===== src/source_text_tokenizer_assert.svh =====
// Assertion helpers for the tokenizer; compiled out for synthesis.
`ifndef SOURCE_TEXT_TOKENIZER_ASSERT_SVH
`define SOURCE_TEXT_TOKENIZER_ASSERT_SVH
`ifndef SYNTHESIS
`define STT_ASSERT(lbl, clk, rst_n, prop) \
    lbl: assert property (@(posedge clk) disable iff (!rst_n) prop) \
        else $error("tokenizer assertion failed");
`define STT_NEVER(lbl, clk, rst_n, cond) \
    lbl: assert property (@(posedge clk) disable iff (!rst_n) !(cond)) \
        else $error("tokenizer forbidden condition seen");
`else
`define STT_ASSERT(lbl, clk, rst_n, prop)
`define STT_NEVER(lbl, clk, rst_n, cond)
`endif
`endif


===== src/stt_pkg.sv =====
`default_nettype none
package stt_pkg;
    localparam int KEYWORD_CHARS = 6;
    localparam int LINE_BITS     = 16;
    localparam int WLEN_W        = $clog2(KEYWORD_CHARS + 2);

    localparam logic [2:0] MODE_INIT    = 3'd0;
    localparam logic [2:0] MODE_INT     = 3'd1;
    localparam logic [2:0] MODE_WORD    = 3'd2;
    localparam logic [2:0] MODE_STR     = 3'd3;
    localparam logic [2:0] MODE_OP      = 3'd4;
    localparam logic [2:0] MODE_COMMENT = 3'd5;
    localparam logic [2:0] MODE_ERR     = 3'd6;

    localparam logic [4:0] KIND_PIECE  = 5'd0;
    localparam logic [4:0] KIND_INT    = 5'd1;
    localparam logic [4:0] KIND_IDENT  = 5'd2;
    localparam logic [4:0] KIND_STRING = 5'd3;
    localparam logic [4:0] KIND_IF     = 5'd4;
    localparam logic [4:0] KIND_ELSE   = 5'd5;
    localparam logic [4:0] KIND_WHILE  = 5'd6;
    localparam logic [4:0] KIND_GOTO   = 5'd7;
    localparam logic [4:0] KIND_GOSUB  = 5'd8;
    localparam logic [4:0] KIND_RETURN = 5'd9;
    localparam logic [4:0] KIND_PRINT  = 5'd10;
    localparam logic [4:0] KIND_EQ     = 5'd11;
    localparam logic [4:0] KIND_NE     = 5'd12;
    localparam logic [4:0] KIND_GE     = 5'd13;
    localparam logic [4:0] KIND_LE     = 5'd14;
    localparam logic [4:0] KIND_PLUS   = 5'd15;
    localparam logic [4:0] KIND_MINUS  = 5'd16;
    localparam logic [4:0] KIND_STAR   = 5'd17;
    localparam logic [4:0] KIND_SLASH  = 5'd18;
    localparam logic [4:0] KIND_ASSIGN = 5'd19;
    localparam logic [4:0] KIND_GT     = 5'd20;
    localparam logic [4:0] KIND_LT     = 5'd21;
    localparam logic [4:0] KIND_LPAREN = 5'd22;
    localparam logic [4:0] KIND_RPAREN = 5'd23;
    localparam logic [4:0] KIND_LBRACE = 5'd24;
    localparam logic [4:0] KIND_RBRACE = 5'd25;
    localparam logic [4:0] KIND_COMMA  = 5'd26;
    localparam logic [4:0] KIND_SEMI   = 5'd27;
    localparam logic [4:0] KIND_END    = 5'd28;
    localparam logic [4:0] KIND_ERROR  = 5'd29;

    localparam logic [30:0] INT_MAX31 = 31'h7FFF_FFFF;
    // (INT_MAX31 - d) / 10 for small and large digits
    localparam logic [30:0] SAT_LIMIT_LO = 31'(INT_MAX31 / 10);
    localparam logic [30:0] SAT_LIMIT_HI = 31'((INT_MAX31 - 8) / 10);

    typedef logic [7:0] prefix_t [KEYWORD_CHARS];

    typedef struct packed {
        logic [4:0]           token_kind;
        logic [7:0]           piece_char;
        logic [30:0]          int_value;
        logic [LINE_BITS-1:0] line_number;
        logic                 last_result;
    } result_t;

    typedef struct packed {
        logic    push0;
        logic    push1;
        result_t res0;
        result_t res1;
    } result_pair_t;

    function automatic logic is_digit(input logic [7:0] c);
        return c inside {["0":"9"]};
    endfunction

    function automatic logic is_alpha(input logic [7:0] c);
        return c inside {["a":"z"], ["A":"Z"]};
    endfunction

    function automatic logic is_space(input logic [7:0] c);
        return c == " " || c inside {[8'd9:8'd13]};
    endfunction

    // kind of a one-byte operator; error for a bare '!' or a non-operator
    function automatic logic [4:0] op1_kind(input logic [7:0] c);
        case (c)
            "+":     return KIND_PLUS;
            "-":     return KIND_MINUS;
            "*":     return KIND_STAR;
            "/":     return KIND_SLASH;
            "=":     return KIND_ASSIGN;
            ">":     return KIND_GT;
            "<":     return KIND_LT;
            "(":     return KIND_LPAREN;
            ")":     return KIND_RPAREN;
            "{":     return KIND_LBRACE;
            "}":     return KIND_RBRACE;
            ",":     return KIND_COMMA;
            ";":     return KIND_SEMI;
            default: return KIND_ERROR;
        endcase
    endfunction

    function automatic logic [4:0] op2_kind(input logic [7:0] c);
        case (c)
            "=":     return KIND_EQ;
            "!":     return KIND_NE;
            ">":     return KIND_GE;
            "<":     return KIND_LE;
            default: return KIND_ERROR;
        endcase
    endfunction

    function automatic logic op_first(input logic [7:0] c);
        return c == "!" || op1_kind(c) != KIND_ERROR;
    endfunction

    function automatic logic [4:0] word_kind(input prefix_t p, input logic [WLEN_W-1:0] len);
        logic [4:0] k;
        k = KIND_IDENT;
        if (len == WLEN_W'(2) && p[0] == "i" && p[1] == "f")
            k = KIND_IF;
        if (len == WLEN_W'(4) && p[0] == "e" && p[1] == "l" && p[2] == "s" && p[3] == "e")
            k = KIND_ELSE;
        if (len == WLEN_W'(5) && p[0] == "w" && p[1] == "h" && p[2] == "i" && p[3] == "l"
            && p[4] == "e")
            k = KIND_WHILE;
        if (len == WLEN_W'(4) && p[0] == "g" && p[1] == "o" && p[2] == "t" && p[3] == "o")
            k = KIND_GOTO;
        if (len == WLEN_W'(5) && p[0] == "g" && p[1] == "o" && p[2] == "s" && p[3] == "u"
            && p[4] == "b")
            k = KIND_GOSUB;
        if (len == WLEN_W'(6) && p[0] == "r" && p[1] == "e" && p[2] == "t" && p[3] == "u"
            && p[4] == "r" && p[5] == "n")
            k = KIND_RETURN;
        if (len == WLEN_W'(5) && p[0] == "p" && p[1] == "r" && p[2] == "i" && p[3] == "n"
            && p[4] == "t")
            k = KIND_PRINT;
        return k;
    endfunction
endpackage
`default_nettype wire


===== src/stt_in_if.sv =====
`default_nettype none
interface stt_in_if;
    logic       valid;
    logic       ready;
    logic [7:0] char_code;
    logic       end_of_input;

    modport source (output valid, output char_code, output end_of_input, input ready);
    modport sink   (input valid, input char_code, input end_of_input, output ready);
endinterface
`default_nettype wire


===== src/stt_out_if.sv =====
`default_nettype none
interface stt_out_if;
    logic                          valid;
    logic                          ready;
    logic [4:0]                    token_kind;
    logic [7:0]                    piece_char;
    logic [30:0]                   int_value;
    logic [stt_pkg::LINE_BITS-1:0] line_number;
    logic                          last_result;

    modport source (output valid, output token_kind, output piece_char, output int_value,
                    output line_number, output last_result, input ready);
    modport sink   (input valid, input token_kind, input piece_char, input int_value,
                    input line_number, input last_result, output ready);
endinterface
`default_nettype wire


===== src/stt_scanner.sv =====
`default_nettype none
module stt_scanner (
    input  wire logic                 clk,
    input  wire logic                 rst_n,
    input  wire logic                 accept,
    input  wire logic [7:0]           char_code,
    input  wire logic                 end_of_input,
    output stt_pkg::result_pair_t     results
);
    logic [2:0]                    mode_reg, mode_next;
    logic [30:0]                   acc_reg, acc_next;
    logic [stt_pkg::LINE_BITS-1:0] line_reg, line_next;
    stt_pkg::prefix_t              wp_reg, wp_next;
    logic [stt_pkg::WLEN_W-1:0]    wl_reg, wl_next;
    logic [7:0]                    oc0_reg, oc0_next;
    logic [1:0]                    ol_reg, ol_next;

    logic       fl_has, fl_err;
    logic [4:0] fl_kind;
    logic [30:0] fl_val;

    localparam logic [stt_pkg::LINE_BITS-1:0] LINE_MAX = '1;
    localparam logic [stt_pkg::LINE_BITS-1:0] LINE_ONE = stt_pkg::LINE_BITS'(1);

    // pending token that the current byte would close
    always_comb
    begin
        fl_has  = 1'b0;
        fl_err  = 1'b0;
        fl_kind = stt_pkg::KIND_ERROR;
        fl_val  = '0;
        case (mode_reg)
            stt_pkg::MODE_INT:
            begin
                fl_has  = 1'b1;
                fl_kind = stt_pkg::KIND_INT;
                fl_val  = acc_reg;
            end
            stt_pkg::MODE_WORD:
            begin
                fl_has  = 1'b1;
                fl_kind = (wl_reg > stt_pkg::WLEN_W'(stt_pkg::KEYWORD_CHARS))
                        ? stt_pkg::KIND_IDENT : stt_pkg::word_kind(wp_reg, wl_reg);
            end
            stt_pkg::MODE_OP:
            begin
                fl_has  = 1'b1;
                fl_kind = (ol_reg == 2'd2) ? stt_pkg::op2_kind(oc0_reg)
                                           : stt_pkg::op1_kind(oc0_reg);
                fl_err  = fl_kind == stt_pkg::KIND_ERROR;
            end
            default:
            begin
                fl_has = 1'b0;
            end
        endcase
    end

    always_comb
    begin
        stt_pkg::result_t r [2];
        logic       n;
        logic       cnt;
        logic       do_start;
        logic [4:0] k;
        logic [7:0] pc;
        logic [30:0] v;
        logic       put;
        logic       put2;
        logic [3:0] d;
        logic       nl;

        mode_next = mode_reg;
        acc_next  = acc_reg;
        line_next = line_reg;
        wp_next   = wp_reg;
        wl_next   = wl_reg;
        oc0_next  = oc0_reg;
        ol_next   = ol_reg;
        r[0]      = '0;
        r[1]      = '0;
        n         = 1'b0;
        cnt       = 1'b0;
        do_start  = 1'b0;
        put       = 1'b0;
        put2      = 1'b0;
        k         = stt_pkg::KIND_ERROR;
        pc        = '0;
        v         = '0;
        d         = char_code[3:0] - 4'd0 ;
        nl        = char_code == 8'd10;

        if (end_of_input)
        begin
            if (mode_reg == stt_pkg::MODE_ERR || mode_reg == stt_pkg::MODE_STR
                || mode_reg > stt_pkg::MODE_ERR)
            begin
                mode_next = stt_pkg::MODE_ERR;
                put = 1'b1;
                k   = stt_pkg::KIND_ERROR;
            end
            else
            begin
                if (fl_has)
                begin
                    r[0].token_kind  = fl_kind;
                    r[0].int_value   = fl_val;
                    r[0].line_number = line_reg;
                    n = 1'b1;
                end
                if (fl_err)
                    mode_next = stt_pkg::MODE_ERR;
                else
                begin
                    put2      = 1'b1;
                    k         = stt_pkg::KIND_END;
                    mode_next = stt_pkg::MODE_INIT;
                    line_next = LINE_ONE;
                end
            end
        end
        else
        begin
            case (mode_reg)
                stt_pkg::MODE_INIT:
                    do_start = 1'b1;
                stt_pkg::MODE_INT:
                begin
                    if (stt_pkg::is_digit(char_code))
                    begin
                        if (acc_reg > ((d >= 4'd8) ? stt_pkg::SAT_LIMIT_HI
                                                   : stt_pkg::SAT_LIMIT_LO))
                            acc_next = stt_pkg::INT_MAX31;
                        else
                            acc_next = {acc_reg[27:0], 3'b000} + {acc_reg[29:0], 1'b0}
                                     + {27'd0, d};
                    end
                    else
                        do_start = 1'b1;
                end
                stt_pkg::MODE_WORD:
                begin
                    if (stt_pkg::is_alpha(char_code) || stt_pkg::is_digit(char_code)
                        || char_code == "_")
                    begin
                        if (wl_reg < stt_pkg::WLEN_W'(stt_pkg::KEYWORD_CHARS))
                            wp_next[wl_reg] = char_code;
                        if (wl_reg <= stt_pkg::WLEN_W'(stt_pkg::KEYWORD_CHARS))
                            wl_next = wl_reg + 1'b1;
                        put = 1'b1;
                        k   = stt_pkg::KIND_PIECE;
                        pc  = char_code;
                    end
                    else
                        do_start = 1'b1;
                end
                stt_pkg::MODE_STR:
                begin
                    put = 1'b1;
                    if (char_code == "\"")
                    begin
                        mode_next = stt_pkg::MODE_INIT;
                        k = stt_pkg::KIND_STRING;
                    end
                    else
                    begin
                        cnt = nl;
                        k   = stt_pkg::KIND_PIECE;
                        pc  = char_code;
                    end
                end
                stt_pkg::MODE_OP:
                begin
                    if (ol_reg == 2'd1 && char_code == "="
                        && stt_pkg::op2_kind(oc0_reg) != stt_pkg::KIND_ERROR)
                        ol_next = 2'd2;
                    else
                        do_start = 1'b1;
                end
                stt_pkg::MODE_COMMENT:
                begin
                    if (nl)
                    begin
                        cnt       = 1'b1;
                        mode_next = stt_pkg::MODE_INIT;
                    end
                end
                default:
                begin
                    mode_next = stt_pkg::MODE_ERR;
                    put = 1'b1;
                    k   = stt_pkg::KIND_ERROR;
                end
            endcase

            if (do_start)
            begin
                if (fl_has)
                begin
                    r[0].token_kind  = fl_kind;
                    r[0].int_value   = fl_val;
                    r[0].line_number = line_reg;
                    n = 1'b1;
                end
                if (fl_err)
                    mode_next = stt_pkg::MODE_ERR;
                else
                begin
                    mode_next = stt_pkg::MODE_INIT;
                    if (stt_pkg::is_digit(char_code))
                    begin
                        acc_next  = {27'd0, d};
                        mode_next = stt_pkg::MODE_INT;
                    end
                    else if (stt_pkg::is_alpha(char_code) || char_code == "_")
                    begin
                        wp_next[0] = char_code;
                        wl_next    = stt_pkg::WLEN_W'(1);
                        mode_next  = stt_pkg::MODE_WORD;
                        put2 = 1'b1;
                        k    = stt_pkg::KIND_PIECE;
                        pc   = char_code;
                    end
                    else if (char_code == "\"")
                        mode_next = stt_pkg::MODE_STR;
                    else if (stt_pkg::op_first(char_code))
                    begin
                        oc0_next  = char_code;
                        ol_next   = 2'd1;
                        mode_next = stt_pkg::MODE_OP;
                    end
                    else if (stt_pkg::is_space(char_code))
                        cnt = nl;
                    else if (char_code == "#")
                        mode_next = stt_pkg::MODE_COMMENT;
                    else
                    begin
                        mode_next = stt_pkg::MODE_ERR;
                        put2 = 1'b1;
                        k    = stt_pkg::KIND_ERROR;
                    end
                end
            end
        end

        if (cnt && line_reg != LINE_MAX)
            line_next = line_reg + 1'b1;

        // the second slot is used only after a flushed token
        if (put || put2)
        begin
            r[n].token_kind  = k;
            r[n].piece_char  = pc;
            r[n].int_value   = v;
            // a string newline is counted before its own piece goes out
            r[n].line_number = (mode_reg == stt_pkg::MODE_STR && !end_of_input)
                             ? line_next : line_reg;
        end

        results.push0 = accept && (n || put || put2);
        results.push1 = accept && n && (put || put2);
        r[0].last_result = !(n && (put || put2));
        r[1].last_result = 1'b1;
        results.res0 = r[0];
        results.res1 = r[1];
    end

    always_ff @(posedge clk or negedge rst_n)
    begin
        if (!rst_n)
        begin
            mode_reg <= stt_pkg::MODE_INIT;
            acc_reg  <= '0;
            line_reg <= LINE_ONE;
            wl_reg   <= '0;
            ol_reg   <= '0;
        end
        else if (accept)
        begin
            mode_reg <= mode_next;
            acc_reg  <= acc_next;
            line_reg <= line_next;
            wl_reg   <= wl_next;
            ol_reg   <= ol_next;
        end
    end

    always_ff @(posedge clk)
    begin
        if (accept)
        begin
            wp_reg  <= wp_next;
            oc0_reg <= oc0_next;
        end
    end
endmodule
`default_nettype wire


===== src/stt_result_queue.sv =====
`default_nettype none
`include "source_text_tokenizer_assert.svh"
module stt_result_queue (
    input  wire logic                 clk,
    input  wire logic                 rst_n,
    input  wire stt_pkg::result_pair_t push,
    output logic                      room_for_two,
    output logic                      out_valid,
    input  wire logic                 out_ready,
    output stt_pkg::result_t          head
);
    localparam int DEPTH = 4;
    localparam int AW    = $clog2(DEPTH);

    stt_pkg::result_t q_reg [DEPTH];
    logic [AW-1:0]    head_reg, head_next;
    logic [AW-1:0]    tail_reg, tail_next;
    logic [AW:0]      count_reg, count_next;
    logic             pop;

    assign pop          = out_valid && out_ready;
    assign out_valid    = count_reg != '0;
    assign head         = q_reg[head_reg];
    assign room_for_two = count_reg <= (AW+1)'(DEPTH - 2);

    always_comb
    begin
        head_next  = head_reg + AW'(pop);
        tail_next  = tail_reg + AW'(push.push0) + AW'(push.push1);
        count_next = count_reg + (AW+1)'(push.push0) + (AW+1)'(push.push1)
                   - (AW+1)'(pop);
    end

    always_ff @(posedge clk or negedge rst_n)
    begin
        if (!rst_n)
        begin
            head_reg  <= '0;
            tail_reg  <= '0;
            count_reg <= '0;
        end
        else
        begin
            head_reg  <= head_next;
            tail_reg  <= tail_next;
            count_reg <= count_next;
        end
    end

    always_ff @(posedge clk)
    begin
        if (push.push0)
            q_reg[tail_reg] <= push.res0;
        if (push.push1)
            q_reg[tail_reg + 1'b1] <= push.res1;
    end

    `STT_NEVER(a_no_overflow, clk, rst_n, count_reg > (AW+1)'(DEPTH))
    `STT_ASSERT(a_second_needs_first, clk, rst_n, push.push1 |-> push.push0)
    `STT_ASSERT(a_push_has_room, clk, rst_n, push.push0 |-> room_for_two)
endmodule
`default_nettype wire


===== src/source_text_tokenizer.sv =====
`default_nettype none
// Streaming lexer: one source byte (or end-of-input marker) per request, one request
// per cycle. Each byte is decoded combinationally against fixed keyword and operator
// tables and yields zero, one or two token results, which go into a four-entry result
// queue; input is taken while that queue has room for two results, so the sustained
// rate is one byte per cycle as long as bytes average at most one result and the sink
// keeps up. Identifier and string bytes come out as piece results, followed by the
// closing token; errors are sticky until reset.
module source_text_tokenizer (
    input wire logic   clk,
    input wire logic   rst_n,
    stt_in_if.sink     bytes,
    stt_out_if.source  tokens
);
    stt_pkg::result_pair_t pair;
    stt_pkg::result_t      head;
    logic                  room;
    logic                  accept;

    assign bytes.ready = room;
    assign accept      = bytes.valid && room;

    stt_scanner u_scanner (
        .clk          (clk),
        .rst_n        (rst_n),
        .accept       (accept),
        .char_code    (bytes.char_code),
        .end_of_input (bytes.end_of_input),
        .results      (pair)
    );

    stt_result_queue u_queue (
        .clk          (clk),
        .rst_n        (rst_n),
        .push         (pair),
        .room_for_two (room),
        .out_valid    (tokens.valid),
        .out_ready    (tokens.ready),
        .head         (head)
    );

    assign tokens.token_kind  = head.token_kind;
    assign tokens.piece_char  = head.piece_char;
    assign tokens.int_value   = head.int_value;
    assign tokens.line_number = head.line_number;
    assign tokens.last_result = head.last_result;
endmodule
`default_nettype wire

===== src/flat_wrapper.sv =====
// flat-port wrapper written by rule: the top's interface ports become plain ports
module source_text_tokenizer_flat 
  (clk, rst_n, bytes_valid, bytes_char_code, bytes_end_of_input, bytes_ready, tokens_valid, tokens_token_kind, tokens_piece_char, tokens_int_value, tokens_line_number, tokens_last_result, tokens_ready);
  stt_in_if bytes_i ();
  stt_out_if tokens_i ();
  input wire logic clk;
  input wire logic rst_n;
  input wire logic [$bits(bytes_i.valid)-1:0] bytes_valid;
  input wire logic [$bits(bytes_i.char_code)-1:0] bytes_char_code;
  input wire logic [$bits(bytes_i.end_of_input)-1:0] bytes_end_of_input;
  output wire logic [$bits(bytes_i.ready)-1:0] bytes_ready;
  output wire logic [$bits(tokens_i.valid)-1:0] tokens_valid;
  output wire logic [$bits(tokens_i.token_kind)-1:0] tokens_token_kind;
  output wire logic [$bits(tokens_i.piece_char)-1:0] tokens_piece_char;
  output wire logic [$bits(tokens_i.int_value)-1:0] tokens_int_value;
  output wire logic [$bits(tokens_i.line_number)-1:0] tokens_line_number;
  output wire logic [$bits(tokens_i.last_result)-1:0] tokens_last_result;
  input wire logic [$bits(tokens_i.ready)-1:0] tokens_ready;
  assign bytes_i.valid = bytes_valid;
  assign bytes_i.char_code = bytes_char_code;
  assign bytes_i.end_of_input = bytes_end_of_input;
  assign bytes_ready = bytes_i.ready;
  assign tokens_valid = tokens_i.valid;
  assign tokens_token_kind = tokens_i.token_kind;
  assign tokens_piece_char = tokens_i.piece_char;
  assign tokens_int_value = tokens_i.int_value;
  assign tokens_line_number = tokens_i.line_number;
  assign tokens_last_result = tokens_i.last_result;
  assign tokens_i.ready = tokens_ready;
  source_text_tokenizer u_core (.clk(clk), .rst_n(rst_n), .bytes(bytes_i), .tokens(tokens_i));
endmodule

===== config.mk =====
export PLATFORM = sky130hd
export DESIGN_NAME = source_text_tokenizer_flat
export DESIGN_NICKNAME = d
export VERILOG_FILES = /design/src/stt_pkg.sv /design/src/stt_in_if.sv /design/src/stt_out_if.sv /design/src/stt_scanner.sv /design/src/stt_result_queue.sv /design/src/source_text_tokenizer.sv /design/src/flat_wrapper.sv
export VERILOG_INCLUDE_DIRS = /design/src /design/src/src
export SDC_FILE = /design/constraint.sdc
export NUM_CORES = 1
export LEC_CHECK = 0
export BUFFER_PORTS_ARGS = -buffer_cell sky130_fd_sc_hd__buf_2
export CAP_MARGIN = 0
export CORE_UTILIZATION = 50
export CTS_CLUSTER_SIZE = 12
export DETAILED_ROUTE_END_ITERATION = 12
export GPL_ROUTABILITY_DRIVEN = 0
export HOLD_SLACK_MARGIN = 0.08
export PLACE_DENSITY = 0.69
export SETUP_SLACK_MARGIN = 0.4
export SLEW_MARGIN = 10
export SYNTH_ARGS = -nofsm -noshare
export SYNTH_HDL_FRONTEND = slang
export SYNTH_SLANG_ARGS = --single-unit
export TNS_END_PERCENT = 5

===== constraint.sdc =====
create_clock -name clk -period 5.1 [get_ports clk]
set_input_delay 1.02 -clock clk [delete_from_list [all_inputs] [get_ports clk]]
set_output_delay 1.02 -clock clk [all_outputs]
set_load 0.1 [all_outputs]

==> results.py <==
metrics = {
    "status": {
        "outcome": "finished clean",
    },
    "clock_tree": {
        "postCtsResizedCells": 0,
        "ctsHoldBuffers": 0,
        "clk_pin_slew_ns": 0.06,
        "cts-root-buf": "clkbuf_16",
        "htree_num_levels": 2,
        "insertion_delay_ns": 0.57,
        "cts_buffer_depth": 3,
        "cts_made_buffers": 40,
        "clock-sinks": 362,
        "cts_tree": "built",
        "post-cts-setup-buffer-count": 0,
    },
    "global_routing": {
        "antenna_found_initial": 0,
        "grt_max_degree": 62,
        "met1_usage": 0.356,
        "grt.overflow.total": 0,
        "met3_usage": 0.0432,
        "grt_usage": 0.258,
        "grt_pass1_vias": 14400,
        "grt_pass1_wl_um": 79200,
        "gr-max-usage-layer": "met2",
        "use_met2": 0.417,
    },
    "route": {
        "detail_route.iter0.violations": 1363,
        "wl_um": 50800,
        "route.detailed.wl_per_inst_um": 21.6,
        "ant_nets": 0,
        "vias": 14800,
        "drc": 0,
        "vias_per_cell": 6.30,
        "drt-pass1-iter-count": 7,
    },
    "power_and_ir_drop": {
        "power_density_nw_per_um2": 590,
        "cell_internal_pwr_mw": 6.93,
        "power.static_leakage_nw": 7.76,
        "peakVddDrop_v": 0.000438,
        "seqPwrFrac": 0.316,
        "p_sw_frac": 0.466,
        "clkPwrFrac": 0.234,
        "switchingPower_mw": 6.05,
        "combPwrFrac": 0.450,
    },
    "synthesis": {
        "synthDominantCellAreaShare": 0.454,
        "synth_edf_count": 296,
        "synthArstFlopShare": 0.171,
        "syn_inst": 1748,
        "yosysWarningCount": 0,
        "synth_area_leaders": "edfxtp_1 45%, dfrtp_1 7.8%, mux4_2 7.0%",
        "ys_seq_area_frac": 0.537,
        "ys_seq_elements": 362,
        "yosysMostFrequentCell": "edfxtp_1",
        "ys_types": 92,
        "synth_nets": 1833,
        "syn_area_um2": 19600,
        "synth_top_area_cell": "edfxtp_1",
        "syn_area_per_cell_um2": 11.2,
        "yosys_most_used_dff": "edfxtp_1",
        "synth_common_cells": "296 x edfxtp_1, 237 x nor2_1, 182 x nand2_1",
    },
    "sta": {
        "slew_headroom": 0.173,
        "fmax_mhz": 236,
        "tightest_slew_ns": 1.24,
        "period_share": 0.830,
        "drv_slew": 0,
        "fin_crit_ns": 4.23,
        "finalClockSkew_ns": 0.0253,
        "setup_viol": 0,
        "rsz0062_at_grt": "no",
        "hold_viol_final": 0,
        "tns_ns": 0,
    },
    "worst_setup_path": {
        "crit_path_start_kind": "input pin",
        "cp_data_arrival_time_ns": 4.65,
        "crit_type": "in2reg",
        "cp_max_fo": 29,
        "cp_data_required_time_ns": 5.52,
        "cp-end-kind": "register",
    },
    "die": {
        "start_util": 0.507,
        "row_count": 72,
        "core-area_um2": 38600,
        "die_h_um": 200,
        "die-area_um2": 40000,
        "die_width_um": 200,
        "boundaryPins": 76,
    },
    "placement": {
        "numPortBuffers": 75,
        "placed_cell_area_um2": 20600,
        "dp_cells": 2279,
        "place_hpwl_um": 34000,
    },
    "layout": {
        "multi_input_area_um2": 8530,
        "fillers": 3106,
        "final_cells": 2348,
        "largest_reg_flops": 244,
        "layout.nets": 1888,
        "drive_gt1_frac": 0.159,
        "stdcell_area_um2": 22000,
        "finalCoreUtilization": 0.570,
        "antenna_cells": 0,
        "regArea_um2": 10500,
        "area_growth_pct": 12.3,
    },
    "flow_run": {
        "drv_cap": 0,
    },
    "min_path": {
        "hold_path_class": "reg2reg",
    },
}
[cell usage in the layout, fill, tap and decap left out, types with 13 or more instances in the layout]
master / netlist / layout
edfxtp_1: 296 / 296
nor2_1: 237 / 235
nand2_1: 182 / 182
a21oi_1: 122 / 122
o21ai_0: 87 / 87
a31oi_1: 76 / 76
buf_2: 20 / 75
ha_1: 67 / 67
mux4_2: 61 / 61
dfrtp_1: 61 / 59
buf_4: 8 / 49
clkbuf_16: 0 / 41
inv_1: 30 / 30
nand3_1: 29 / 29
nor3_1: 29 / 28
nand4_1: 21 / 21
xnor2_1: 20 / 20
a21o_1: 19 / 19
o31ai_1: 15 / 15
and3_1: 13 / 13
clkbuf_1: 75 / 13
[path summary, 6_finish.rpt]
check / startpoint / to / slack, ns / depth (start not counted)
setup / recovery: bytes_char_code[5] / u_core.u_queue.q_reg[2][10] / 0.87 / 11
hold / removal: u_core.u_queue.q_reg[2][0] / u_core.u_queue.q_reg[2][0] / 0.47 / 1
setup reg to reg: u_core.u_scanner.oc0_reg[4] / u_core.u_queue.q_reg[2][10] / 0.96 / 9
hold reg to reg: u_core.u_queue.q_reg[2][0] / u_core.u_queue.q_reg[2][0] / 0.47 / 1
max in group asynchronous: rst_n / u_core.u_scanner.line_reg[0] / 3.50 / 2
min in group asynchronous: rst_n / u_core.u_scanner.acc_reg[21] / 0.61 / 1
[stage by stage]
stage | power, mW | hold slack (ns) | setup WS, ns
6_report | 13.0 | 0.467 | 0.869
3_5_place_dp | 10.0 | 0.447 | 0.291
2_1_floorplan | 8.66 | 0.431 | 0.0498
5_1_grt | 13.5 | 0.488 | 0.645
3_3_place_gp | 9.93 | 0.443 | 0.449
4_1_cts | 13.0 | 0.460 | 0.899
[critical path, cell delays in order]
cell and delay (ns):
buf_2 0.25, and4b_1 0.23, or4_4 0.49, a21o_1 0.31
o2111a_1 0.34, buf_4 0.18, nand4bb_1 0.20, a21boi_1 0.19
nor2_2 0.94, o21ai_0 0.26, a31oi_1 0.23
[kinds of logic after synthesis]
logic type / Yosys count / share of synthesized area
DFF: 362 / 0.537
buffers and inverters: 146 / 0.0327
and+or+nand+nor: 627 / 0.152
AOI/OAI and AO/OA: 440 / 0.141
adders and majority gates: 72 / 0.0479
xor gates and xnor gates: 30 / 0.0138
muxes: 71 / 0.0758
[layout make-up]
class	count	share of cell area
clock inverter	14	0.0127
multi-input combinational	1240	0.387
sequential	362	0.478
timing repair buffer	128	0.0374
clock buffer	55	0.0495
tap	518	0.0294
inverter	31	0.00529
[power by group through the flow]
stage	Sequential [mW]	Combinational [mW]	Clock, mW
6_report	4.11	5.83	3.04
2_1_floorplan	3.91	4.75	0
3_5_place_dp	4.16	5.83	0
3_3_place_gp	4.14	5.79	0
4_1_cts	4.11	5.84	3.07
5_1_grt	4.16	6.10	3.19
[routing by layer]
metal | vias to the layer above | part of all wire
li1 | 6748 | -
met1 | 7261 | 0.42
met2 | 688 | 0.48
met3 | 84 | 0.083
met4 | 0 | 0.024
met5 | - | 0
(Power assumes the default switching activity.)
